==> config.mk <==
export PLATFORM = sky130hd
export DESIGN_NAME = tab_stop_list_parse_and_lookup
export DESIGN_NICKNAME = d
export VERILOG_FILES = /design/src/rtl/tsl_pkg.sv /design/src/rtl/tab_stop_list_parse_and_lookup.sv
export SDC_FILE = /design/constraint.sdc
export NUM_CORES = 2
export LEC_CHECK = 0
export ABC_AREA = 1
export CAP_MARGIN = 10
export CORE_UTILIZATION = 55
export CTS_CLUSTER_DIAMETER = 50
export CTS_CLUSTER_SIZE = 8
export DETAILED_ROUTE_END_ITERATION = 8
export DONT_BUFFER_PORTS = 1
export PLACE_DENSITY = 0.7
export SLEW_MARGIN = 10
export SYNTH_ARGS = -nofsm -noshare
export SYNTH_HDL_FRONTEND = slang
export SYNTH_SLANG_ARGS = --single-unit
==> constraint.sdc <==
create_clock -name clock -period 8 [get_ports clock]
set_input_delay 1.6 -clock clock [delete_from_list [all_inputs] [get_ports clock]]
set_output_delay 1.6 -clock clock [all_outputs]
set_load 0.01 [all_outputs]
==> src/rtl/tsl_pkg.sv <==
`timescale 1ns / 1ps
// Shared types, widths and codes of the tab-stop list parser and lookup.
package tsl_pkg;

   localparam int MAX_STOPS   = 32;
   localparam int COLUMN_BITS = 16;

   localparam int CHAR_W     = 8;
   localparam int COLUMN_W   = 16;
   localparam int OP_W       = 2;
   localparam int STATUS_W   = 2;
   localparam int NEXT_W     = 17;
   localparam int STOP_W     = COLUMN_BITS;
   localparam int ACC_W      = COLUMN_BITS + 1;
   localparam int COUNT_W    = $clog2(MAX_STOPS + 1);
   localparam int ADDR_W     = $clog2(MAX_STOPS);
   localparam int DIV_CNT_W  = $clog2(STOP_W);
   localparam int PROD_W     = 2 * STOP_W + 1;
   localparam int REQ_DATA_W = 24;
   localparam int RSP_DATA_W = 24;

   localparam logic [ACC_W-1:0]  COL_MAX  = {1'b0, {STOP_W{1'b1}}};
   localparam logic [ACC_W-1:0]  ACC_SAT  = {1'b1, {STOP_W{1'b0}}};
   localparam logic [NEXT_W-1:0] NEXT_MAX = {NEXT_W{1'b1}};

   localparam logic [CHAR_W-1:0] CH_COMMA = 8'h2C;
   localparam logic [CHAR_W-1:0] CH_SPACE = 8'h20;
   localparam logic [CHAR_W-1:0] CH_TAB   = 8'h09;
   localparam logic [CHAR_W-1:0] CH_ZERO  = 8'h30;
   localparam logic [CHAR_W-1:0] CH_NINE  = 8'h39;
   localparam logic [ACC_W+3:0]  RADIX    = 10;

   typedef enum logic [OP_W-1:0] {
      OP_CHAR,
      OP_END,
      OP_QUERY,
      OP_NONE
   } op_type;

   typedef enum logic [STATUS_W-1:0] {
      STAT_OK,
      STAT_ERR,
      STAT_NOSET
   } status_type;

   typedef enum logic [2:0] {
      ST_IDLE,
      ST_EXEC,
      ST_DIV,
      ST_MUL,
      ST_ADJ,
      ST_SCAN,
      ST_FINISH
   } state_type;

endpackage

==> src/rtl/tab_stop_list_parse_and_lookup.sv <==
`timescale 1ns / 1ps
// Tab-stop list spec parser with next-stop lookup over a one-port stop memory.
// Spec bytes, end of spec and queries without a setting are answered from the execute state;
//   interval queries go through a 16-step restoring divider, one multiply and one add, and
//   skip them at column zero; list queries scan the stop memory up to the first stop past
//   the column. One item at a time: a new item is taken only once the last result is loaded.
// Reset: synchronous, active high; clears parse state and setting, empties the result
//   register. The stop memory is not cleared: only written entries are ever read.
module tab_stop_list_parse_and_lookup (
   input  logic                           clock,
   input  logic                           reset,
   input  logic                           req_tvalid,
   output logic                           req_tready,
   // [7:0] spec_char, [23:8] column
   input  logic [tsl_pkg::REQ_DATA_W-1:0] req_tdata,
   // [1:0] op
   input  logic [tsl_pkg::OP_W-1:0]       req_tuser,
   output logic                           rsp_tvalid,
   input  logic                           rsp_tready,
   // [1:0] status, [18:2] next_stop, [19] is_interval, [23:20] zero
   output logic [tsl_pkg::RSP_DATA_W-1:0] rsp_tdata
);
   import tsl_pkg::*;

   // Control state
   state_type            state_ff, state_in;
   op_type               op_ff, op_in;
   logic [CHAR_W-1:0]    char_ff, char_in;
   logic [COLUMN_W-1:0]  col_ff, col_in;

   // Parse and setting state
   logic [COUNT_W-1:0]   count_ff, count_in;
   logic [STOP_W-1:0]    intv_ff, intv_in;
   logic [STOP_W-1:0]    last_stop_ff, last_stop_in;
   logic [ACC_W-1:0]     accum_ff, accum_in;
   logic                 in_number_ff, in_number_in;
   logic                 err_ff, err_in;
   logic                 valid_ff, valid_in;

   // Divider, multiplier and scan
   logic [STOP_W-1:0]    quo_ff, quo_in;
   logic [STOP_W-1:0]    rem_ff, rem_in;
   logic [DIV_CNT_W-1:0] div_cnt_ff, div_cnt_in;
   logic [PROD_W-1:0]    prod_ff, prod_in;
   logic [NEXT_W-1:0]    next_ff, next_in;
   logic [COUNT_W-1:0]   idx_ff, idx_in;
   logic                 chk_ff, chk_in;

   // Stop memory
   logic [STOP_W-1:0]    stop_store [MAX_STOPS];
   logic                 mem_we;
   logic [ADDR_W-1:0]    mem_waddr;
   logic [STOP_W-1:0]    mem_wdata;
   logic                 mem_re;
   logic [ADDR_W-1:0]    mem_raddr;
   logic [STOP_W-1:0]    rd_data_ff;

   // Result register
   logic                 rsp_valid_ff;
   status_type           rsp_status_ff, res_status;
   logic [NEXT_W-1:0]    rsp_next_ff, res_next;
   logic                 rsp_intv_ff, res_intv;
   logic                 rsp_load;
   logic                 out_free;

   // Helpers
   logic                 accept;
   logic                 is_sep;
   logic                 is_digit;
   logic [ACC_W+3:0]     acc10;
   logic [COUNT_W-1:0]   cnt_base;
   logic                 fin_bad;
   logic                 fin_ok;
   logic                 err_fin;
   logic [COUNT_W-1:0]   cnt_fin;
   logic [STOP_W-1:0]    first_stop;
   logic [STOP_W:0]      rem_sh;
   logic [PROD_W-1:0]    prod_inc;
   logic                 scan_hit;
   logic                 scan_end;

   assign accept   = req_tvalid && req_tready;
   assign out_free = !rsp_valid_ff || rsp_tready;

   assign is_sep   = (char_ff == CH_COMMA) || (char_ff == CH_SPACE) || (char_ff == CH_TAB);
   assign is_digit = (char_ff >= CH_ZERO) && (char_ff <= CH_NINE);
   assign acc10    = (ACC_W + 4)'(accum_ff) * RADIX + (ACC_W + 4)'(char_ff - CH_ZERO);

   // A new spec byte drops a committed setting before it is parsed
   assign cnt_base = (op_ff == OP_CHAR && valid_ff) ? '0 : count_ff;
   assign fin_bad  = (accum_ff == '0) || (accum_ff > COL_MAX)
                  || (cnt_base != '0 && ACC_W'(last_stop_ff) >= accum_ff)
                  || (cnt_base >= COUNT_W'(MAX_STOPS));
   assign fin_ok   = in_number_ff && !err_ff && !fin_bad;
   assign err_fin  = err_ff || (in_number_ff && fin_bad);
   assign cnt_fin  = fin_ok ? count_ff + COUNT_W'(1) : count_ff;
   assign first_stop = fin_ok ? accum_ff[STOP_W-1:0] : last_stop_ff;

   assign rem_sh   = {rem_ff, quo_ff[STOP_W-1]};
   assign prod_inc = prod_ff + PROD_W'(1);

   assign scan_hit = chk_ff && (32'(rd_data_ff) > 32'(col_ff));
   assign scan_end = chk_ff && !scan_hit && (idx_ff == count_ff);

   // Next state
   always_comb begin
      state_in = state_ff;
      unique case (state_ff)
         ST_IDLE: begin
            if (req_tvalid) state_in = ST_EXEC;
         end
         ST_EXEC: begin
            if (op_ff == OP_QUERY && valid_ff) begin
               if (intv_ff == '0)       state_in = ST_SCAN;
               else if (col_ff == '0)   state_in = ST_FINISH;
               else                     state_in = ST_DIV;
            end else if (out_free) begin
               state_in = ST_IDLE;
            end
         end
         ST_DIV: begin
            if (div_cnt_ff == DIV_CNT_W'(STOP_W - 1)) state_in = ST_MUL;
         end
         ST_MUL:  state_in = ST_ADJ;
         ST_ADJ:  state_in = ST_FINISH;
         ST_SCAN: begin
            if (scan_hit || scan_end) state_in = ST_FINISH;
         end
         ST_FINISH: begin
            if (out_free) state_in = ST_IDLE;
         end
         default: state_in = ST_IDLE;
      endcase
   end

   // Handshake outputs and result load
   always_comb begin
      req_tready = 1'b0;
      rsp_load   = 1'b0;
      unique case (state_ff)
         ST_IDLE:   req_tready = 1'b1;
         ST_EXEC:   rsp_load   = out_free && !(op_ff == OP_QUERY && valid_ff);
         ST_FINISH: rsp_load   = out_free;
         default: begin
            req_tready = 1'b0;
            rsp_load   = 1'b0;
         end
      endcase
   end

   // Datapath
   always_comb begin
      op_in        = op_ff;
      char_in      = char_ff;
      col_in       = col_ff;
      count_in     = count_ff;
      intv_in      = intv_ff;
      last_stop_in = last_stop_ff;
      accum_in     = accum_ff;
      in_number_in = in_number_ff;
      err_in       = err_ff;
      valid_in     = valid_ff;
      quo_in       = quo_ff;
      rem_in       = rem_ff;
      div_cnt_in   = div_cnt_ff;
      prod_in      = prod_ff;
      next_in      = next_ff;
      idx_in       = idx_ff;
      chk_in       = 1'b0;
      mem_we       = 1'b0;
      mem_waddr    = cnt_base[ADDR_W-1:0];
      mem_wdata    = accum_ff[STOP_W-1:0];
      mem_re       = 1'b0;
      mem_raddr    = idx_ff[ADDR_W-1:0];
      res_status   = STAT_OK;
      res_next     = '0;
      res_intv     = 1'b0;

      unique case (state_ff)
         ST_IDLE: begin
            if (accept) begin
               op_in   = op_type'(req_tuser);
               char_in = req_tdata[CHAR_W-1:0];
               col_in  = req_tdata[CHAR_W +: COLUMN_W];
            end
         end

         ST_EXEC: begin
            unique case (op_ff)
               OP_CHAR: begin
                  if (out_free) begin
                     if (valid_ff) begin
                        valid_in = 1'b0;
                        count_in = '0;
                        intv_in  = '0;
                     end
                     if (!err_ff) begin
                        if (is_sep) begin
                           if (in_number_ff) begin
                              if (fin_bad) begin
                                 err_in = 1'b1;
                              end else begin
                                 mem_we       = 1'b1;
                                 last_stop_in = accum_ff[STOP_W-1:0];
                                 count_in     = cnt_base + COUNT_W'(1);
                              end
                              in_number_in = 1'b0;
                              accum_in     = '0;
                           end
                        end else if (is_digit) begin
                           in_number_in = 1'b1;
                           accum_in     = (acc10 > (ACC_W + 4)'(COL_MAX)) ?
                                          ACC_SAT : acc10[ACC_W-1:0];
                        end else begin
                           err_in = 1'b1;
                        end
                     end
                  end
                  res_status = err_in ? STAT_ERR : STAT_OK;
               end

               OP_END: begin
                  if (out_free) begin
                     // Close any open token, then commit or drop the setting
                     if (fin_ok) begin
                        mem_we       = 1'b1;
                        last_stop_in = accum_ff[STOP_W-1:0];
                     end
                     if (err_fin || cnt_fin == '0) begin
                        count_in = '0;
                        intv_in  = '0;
                        valid_in = 1'b0;
                     end else begin
                        count_in = cnt_fin;
                        valid_in = 1'b1;
                        intv_in  = (cnt_fin == COUNT_W'(1)) ? first_stop : '0;
                     end
                     in_number_in = 1'b0;
                     accum_in     = '0;
                     err_in       = 1'b0;
                  end
                  res_status = (err_fin || cnt_fin == '0) ? STAT_ERR : STAT_OK;
                  res_intv   = !(err_fin || cnt_fin == '0) && (cnt_fin == COUNT_W'(1))
                               && (first_stop != '0);
               end

               OP_QUERY: begin
                  res_status = STAT_NOSET;
                  if (valid_ff) begin
                     if (intv_ff == '0) begin
                        idx_in = '0;
                     end else if (col_ff == '0) begin
                        next_in = NEXT_W'(1);
                     end else begin
                        quo_in     = STOP_W'(col_ff - COLUMN_W'(1));
                        rem_in     = '0;
                        div_cnt_in = '0;
                     end
                  end
               end

               OP_NONE: res_status = STAT_OK;

               default: res_status = STAT_OK;
            endcase
         end

         ST_DIV: begin
            // One restoring step: quotient bits shift in where dividend bits leave
            if (rem_sh >= {1'b0, intv_ff}) begin
               rem_in = STOP_W'(rem_sh - {1'b0, intv_ff});
               quo_in = {quo_ff[STOP_W-2:0], 1'b1};
            end else begin
               rem_in = rem_sh[STOP_W-1:0];
               quo_in = {quo_ff[STOP_W-2:0], 1'b0};
            end
            div_cnt_in = div_cnt_ff + DIV_CNT_W'(1);
         end

         ST_MUL: begin
            prod_in = PROD_W'({1'b0, quo_ff} + (STOP_W + 1)'(1)) * PROD_W'(intv_ff);
         end

         ST_ADJ: begin
            next_in = (prod_inc > PROD_W'(NEXT_MAX)) ? NEXT_MAX : prod_inc[NEXT_W-1:0];
         end

         ST_SCAN: begin
            // Issue one read a cycle; compare the entry read the cycle before
            if (idx_ff < count_ff) begin
               mem_re = 1'b1;
               idx_in = idx_ff + COUNT_W'(1);
               chk_in = 1'b1;
            end
            if (scan_hit) begin
               next_in = (32'(rd_data_ff) > 32'(NEXT_MAX)) ? NEXT_MAX : NEXT_W'(rd_data_ff);
            end else if (scan_end) begin
               next_in = '0;
            end
         end

         ST_FINISH: begin
            res_status = STAT_OK;
            res_next   = next_ff;
            res_intv   = (intv_ff != '0);
         end

         default: res_status = STAT_OK;
      endcase
   end

   // Stop memory, one write and one registered read
   always_ff @(posedge clock) begin
      if (mem_we) begin
         stop_store[mem_waddr] <= mem_wdata;
      end
      if (mem_re) begin
         rd_data_ff <= stop_store[mem_raddr];
      end
   end

   // Control registers
   always_ff @(posedge clock) begin
      if (reset) begin
         state_ff     <= ST_IDLE;
         count_ff     <= '0;
         intv_ff      <= '0;
         accum_ff     <= '0;
         in_number_ff <= 1'b0;
         err_ff       <= 1'b0;
         valid_ff     <= 1'b0;
         chk_ff       <= 1'b0;
         rsp_valid_ff <= 1'b0;
      end else begin
         state_ff     <= state_in;
         count_ff     <= count_in;
         intv_ff      <= intv_in;
         accum_ff     <= accum_in;
         in_number_ff <= in_number_in;
         err_ff       <= err_in;
         valid_ff     <= valid_in;
         chk_ff       <= chk_in;
         if (rsp_load) begin
            rsp_valid_ff <= 1'b1;
         end else if (rsp_tready) begin
            rsp_valid_ff <= 1'b0;
         end
      end
   end

   // Payload registers
   always_ff @(posedge clock) begin
      op_ff        <= op_in;
      char_ff      <= char_in;
      col_ff       <= col_in;
      last_stop_ff <= last_stop_in;
      quo_ff       <= quo_in;
      rem_ff       <= rem_in;
      div_cnt_ff   <= div_cnt_in;
      prod_ff      <= prod_in;
      next_ff      <= next_in;
      idx_ff       <= idx_in;
      if (rsp_load) begin
         rsp_status_ff <= res_status;
         rsp_next_ff   <= res_next;
         rsp_intv_ff   <= res_intv;
      end
   end

   assign rsp_tvalid = rsp_valid_ff;
   assign rsp_tdata  = RSP_DATA_W'({rsp_intv_ff, rsp_next_ff, rsp_status_ff});

endmodule

Word level (Yosys, flattened, before mapping). Memories as Yosys holds them, arrays and structs flattened. A register that Yosys moved wholly into a read port is not among the register bits. Index checks and enable logic that the tools add are counted.

RAM bits: 512. Input bits: 30. Output and inout bits: 26. Memories kept: 1. Bits in registers: 201. Word-level logic and storage cells: 245.

Memory list: stop_store (depth 32, width 16, read ports 1, clocked after memory_dff 1, wr ports 1, RTL line tab_stop_list_parse_and_lookup.sv:50) `logic [STOP_W-1:0] stop_store [MAX_STOPS];`.

Multipliers: 2. Eq/ne operators: 35. Mux-type cells: 111. Order comparisons: 10. Add/subtract/negate cells: 10. Reductions and logical operators: 54.

Operators by type and width (number): 16-bit two-way mux (21); 17-bit two-way mux (14); 16-bit one-hot mux with 2 select lines (4); 6-bit two-way mux (14); 17-bit one-hot mux with 3 select lines (1); 1-bit two-way mux (34); 2-bit inequality test (second input constant) (17); 17-bit one-hot mux with 2 select lines (1); 33-bit by 1-bit adder with 33-bit output (second input constant) (1); 33-bit by 17-bit greater-than comparator with 1-bit output (second input constant) (1); 17-bit by 16-bit multiplier with 33-bit output (1); 16-bit logical NOT (2); 16-bit nonzero test (2); 6-bit one-hot mux with 2 select lines (2); 21-bit adder (1); 21-bit by 16-bit greater-than comparator with 1-bit output (second input constant) (1); 3-bit two-way mux (7); 3-bit one-hot mux with 7 select lines (1); 17-bit by 3-bit multiplier with 20-bit output (second input constant) (1); 6-bit by 1-bit adder with 6-bit output (second input constant) (3); 16-bit by 1-bit adder with 17-bit output (second input constant) (1); 16-bit by 17-bit greater-or-equal comparator with 1-bit output (1); 17-bit by 16-bit greater-or-equal comparator with 1-bit output (1); 17-bit by 16-bit greater-than comparator with 1-bit output (second input constant) (1); other kinds (41) (89).

Depth between registers and ports, before layout.
Word-level depth: 17. Mapped depth: 38. Depth with buffers taken out: 38.

Least setup slack after synthesis. OpenSTA, ideal clock, no wires.

Path type: reg2reg. Start: register quo_ff[0]. End: register prod_ff[29], data pin. Data required time: 7739 ps. Stages on the path, launching flop included: 36. Buffers on the path: 1. Period minus slack after synthesis: 6890 ps. Data arrival time: 6629 ps. Path slack: 1110 ps. Library setup time: 261 ps. Path through: edfxtp_1 ha_1 nand4_1 nor2_1 nand2_1 nor2_1 inv_1 nor3_1 inv_1 nand2_1 inv_1 nor2_1 clkbuf_1 nand2_1 fa_1 fa_1 fa_1 inv_1 fa_1 fa_1 inv_1 fa_1 inv_1 ha_1 a21oi_1 o21a_1 nand2_1 a31oi_1 inv_1 a21oi_1 inv_1 nand2_1 o211ai_1 nand2_1 nand2_1 xor2_1.

Cells in the longest elaborated chain, start to end: 2.

Ends and longest elaborated chain: from (decl) (RTL line tab_stop_list_parse_and_lookup.sv:41) `logic [STOP_W-1:0] quo_ff, quo_in;`; from (signal assigned) (RTL line tab_stop_list_parse_and_lookup.sv:357) `quo_ff <= quo_in;`; 16-bit by 1-bit adder with 17-bit output (RTL line tab_stop_list_parse_and_lookup.sv:281) `prod_in = PROD_W'({1'b0, quo_ff} + (STOP_W + 1)'(1)) * PROD_W'(intv_ff);`; 17-bit by 16-bit multiplier with 33-bit output (RTL line tab_stop_list_parse_and_lookup.sv:281); to (signal assigned) (RTL line tab_stop_list_parse_and_lookup.sv:360) `prod_ff <= prod_in;`; to (decl) (RTL line tab_stop_list_parse_and_lookup.sv:44) `logic [PROD_W-1:0] prod_ff, prod_in;`.

No other way between the ends. A chain may end at the register's enable or synchronous reset.

Worst setup path after layout.
Start: register quo_ff[0]. End: register prod_ff[30], data pin.

Same word-level chain as after synthesis.

==> impl_metrics.ini <==
[status]
outcome = completed

[clock_network]
numCtsBuffers = 109
root_buffer = clkbuf_16
clkTransAtPathRegs_ps = 50
cts-root-to-sink-buffers = 3
cts.sinks = 729
clock_latency_ps = 700
cts_tree = yes
htree_levels = 3

[pwr]
power.total_uw = 9110
powerDensity_nw_per_um2 = 190
leakage_uw = 0.0196
ir_drop_mv = 0.220

[floorplan]
die_h_microns = 282
rows = 102
die_w_microns = 282
initial_core_util_pct = 55.8
die_area_sq_um = 79800
io_pins = 56
coreArea_sq_um = 77600

[synth]
ys_ff_latch = 729
synth_edf_count = 682
synth.top_cells.by_count = 682 x edfxtp_1, 670 x nand2_1, 627 x nor2_1, 535 x inv_1, 405 x o21ai_0
ys_async_sr_fraction_pct = 0
syn_area_sq_um = 43300
yosysMostFrequentCell = edfxtp_1
synth_top_area_share_pct = 47.3
ys_seq_area_share_pct = 49.5
ys_types = 58
avgSynthCellArea_sq_um = 9.90
synth_area_leaders = edfxtp_1 47%, fa_1 9.8%, ha_1 6.4%
ys.flop_type = edfxtp_1
yosysTopAreaCell = edfxtp_1
syn_inst = 4372
ys_warn_count = 0

[worst_setup_path]
start_kind = flip-flop
critPathKind = flip-flop to flip-flop
crit_arrival_ps = 7900
worstPathMaxFanout = 9
crit_required_ps = 8380
crit_path_max_incr_delay_ps = 560
end_kind = flip-flop
critPathSlowestCell = fa_1

[sta]
fin_setup_tns_ps = 0
timing.hold.ws_ps = 473
slew_headroom_pct = 24.2
max_clock_freq_ghz = 0.133
fin_crit_sh_pct = 94.1
setup_viol = 0
skew_ps = 66.4
fin_crit_ps = 7530
tightest_slew_ps = 1140
drv_slew = 0
hold_violations = 0

[layout]
fin_nets = 4872
drive_above_1_share_pct = 7.28
syn_to_final_growth_pct = 10.8

[placement]
io_buffers = 0
gp_congestion = 0.987
dp_hpwl_microns = 81500

[global_route]
busiest_layer = met2
use_met1_pct = 38.8
grt_pass1_vias = 31600
grt_max_degree = 132
grt_usage_pct = 30.8
met2_usage_pct = 49.7
globalRouteMet3Util_pct = 6.65
antenna_found_initial = 4
overflow = 0
grt_pass1_wl_microns = 184000

[route]
vias_per_cell = 5.87
drt_iter0_drc = 3108
detail_route.wl_per_cell_microns = 21.9
antenna_left = 0
routed_wirelength_microns = 121000
drc = 0
vias = 32300
dr.pass1.iters = 9

[job]
drv_cap = 0

[worst_hold_path]
min_path_type = flip-flop to flip-flop
[layout by cell type, fill, tap and decap left out, drive strengths merged, types with 47 or more instances in the layout]
cell type,synthesis,routed
nand2,684,684
edfxtp,682,682
nor2,635,635
inv,544,545
o21ai,408,408
ha,222,222
fa,211,211
a21oi,171,171
clkbuf,151,145
nand3,112,112
buf,27,101
o22ai,83,83
nand4,77,77
xor2,73,73
o221ai,49,49
dfxtp,47,47
[routing by layer]
layer	vias to the layer above	share of wire (%)
li1	14900	-
met1	15600	38
met2	1485	47
met3	354	8.7
met4	4	5.9
met5	-	0.019
[flip-flops by register name, summed over array words and instances (netlist names), 8 cells and up]
register      flops
rsp_next_ff      17
quo_ff           16
rem_ff           16
next_ff          17
last_stop_ff     16
rd_data_ff       16
prod_ff          33
char_ff           8
stop_store      512
accum_ff         17
intv_ff          16
col_ff           16
[cell families after synthesis]
group           count (synthesis)  synth area share, %
simple gates                 1571                 15.1
xor+xnor                      111                 2.25
other cells                     1              0.00867
compound gates                791                 10.4
fa+ha+maj                     433                 16.2
flops                         729                 49.5
buf+inv                       736                 6.57
[power breakdown]
part	total [uW]	switching, uW	internal, uW
logic	578	427	151
clock network	4310	1670	2640
registers	4210	36.1	4180
[cell type report]
type | instances | area, sq um
inverters | 558 | 2110
clock buffers | 145 | 2900
multi-input cells | 2910 | 19100
repair buffers | 101 | 771
fillers | 6399 | 29700
flip-flops and latches | 729 | 21400
clock inverters | 20 | 337
well taps | 1040 | 1300
diodes | 2 | 5.00
[worst paths after layout]
kind	from	end	slack, ps	cells past startpoint
max reg2reg	quo_ff[0]$_DFFE_PP_	prod_ff[30]$_DFFE_PN_	470	29
max	quo_ff[0]$_DFFE_PP_	prod_ff[30]$_DFFE_PN_	470	29
min	intv_ff[11]$_SDFFE_PP0P_	intv_ff[11]$_SDFFE_PP0P_	470	2
min reg2reg	intv_ff[11]$_SDFFE_PP0P_	intv_ff[11]$_SDFFE_PP0P_	470	2
[repair_timing]
action                                  in CTS  in global routing
gates resized for setup                      0                  8
endpoints found under the setup margin       0                  7
hold buffers                                 0                  0
setup buffers                                0                  4
[through the flow]
| stage | instance area (sq um) | util [%] | cells | worst slack [ps] |
|---|---|---|---|---|
| 6_report | 47900 | 61.8 | 5505 | 473 |
| 5_1_grt | 47900 | 61.8 | 5503 | -25.0 |
| 4_1_cts | 47900 | 61.7 | 5499 | 337 |
| 3_5_place_dp | 44600 | 57.5 | 5334 | 429 |
| 3_3_place_gp | 44600 | 57.5 | 5334 | 674 |
| 2_1_floorplan | 43300 | - | 4375 | 1110 |
[worst max-delay path: cells and delay by family (launching register included)]
family	cells	cell delay, ps
fa+ha+maj	8	3740
xor+xnor	1	170
compound gates	7	1260
simple gates	6	940
buf+inv	7	670
flops	1	420
Note: power is estimated with default switching activity, not from simulation.
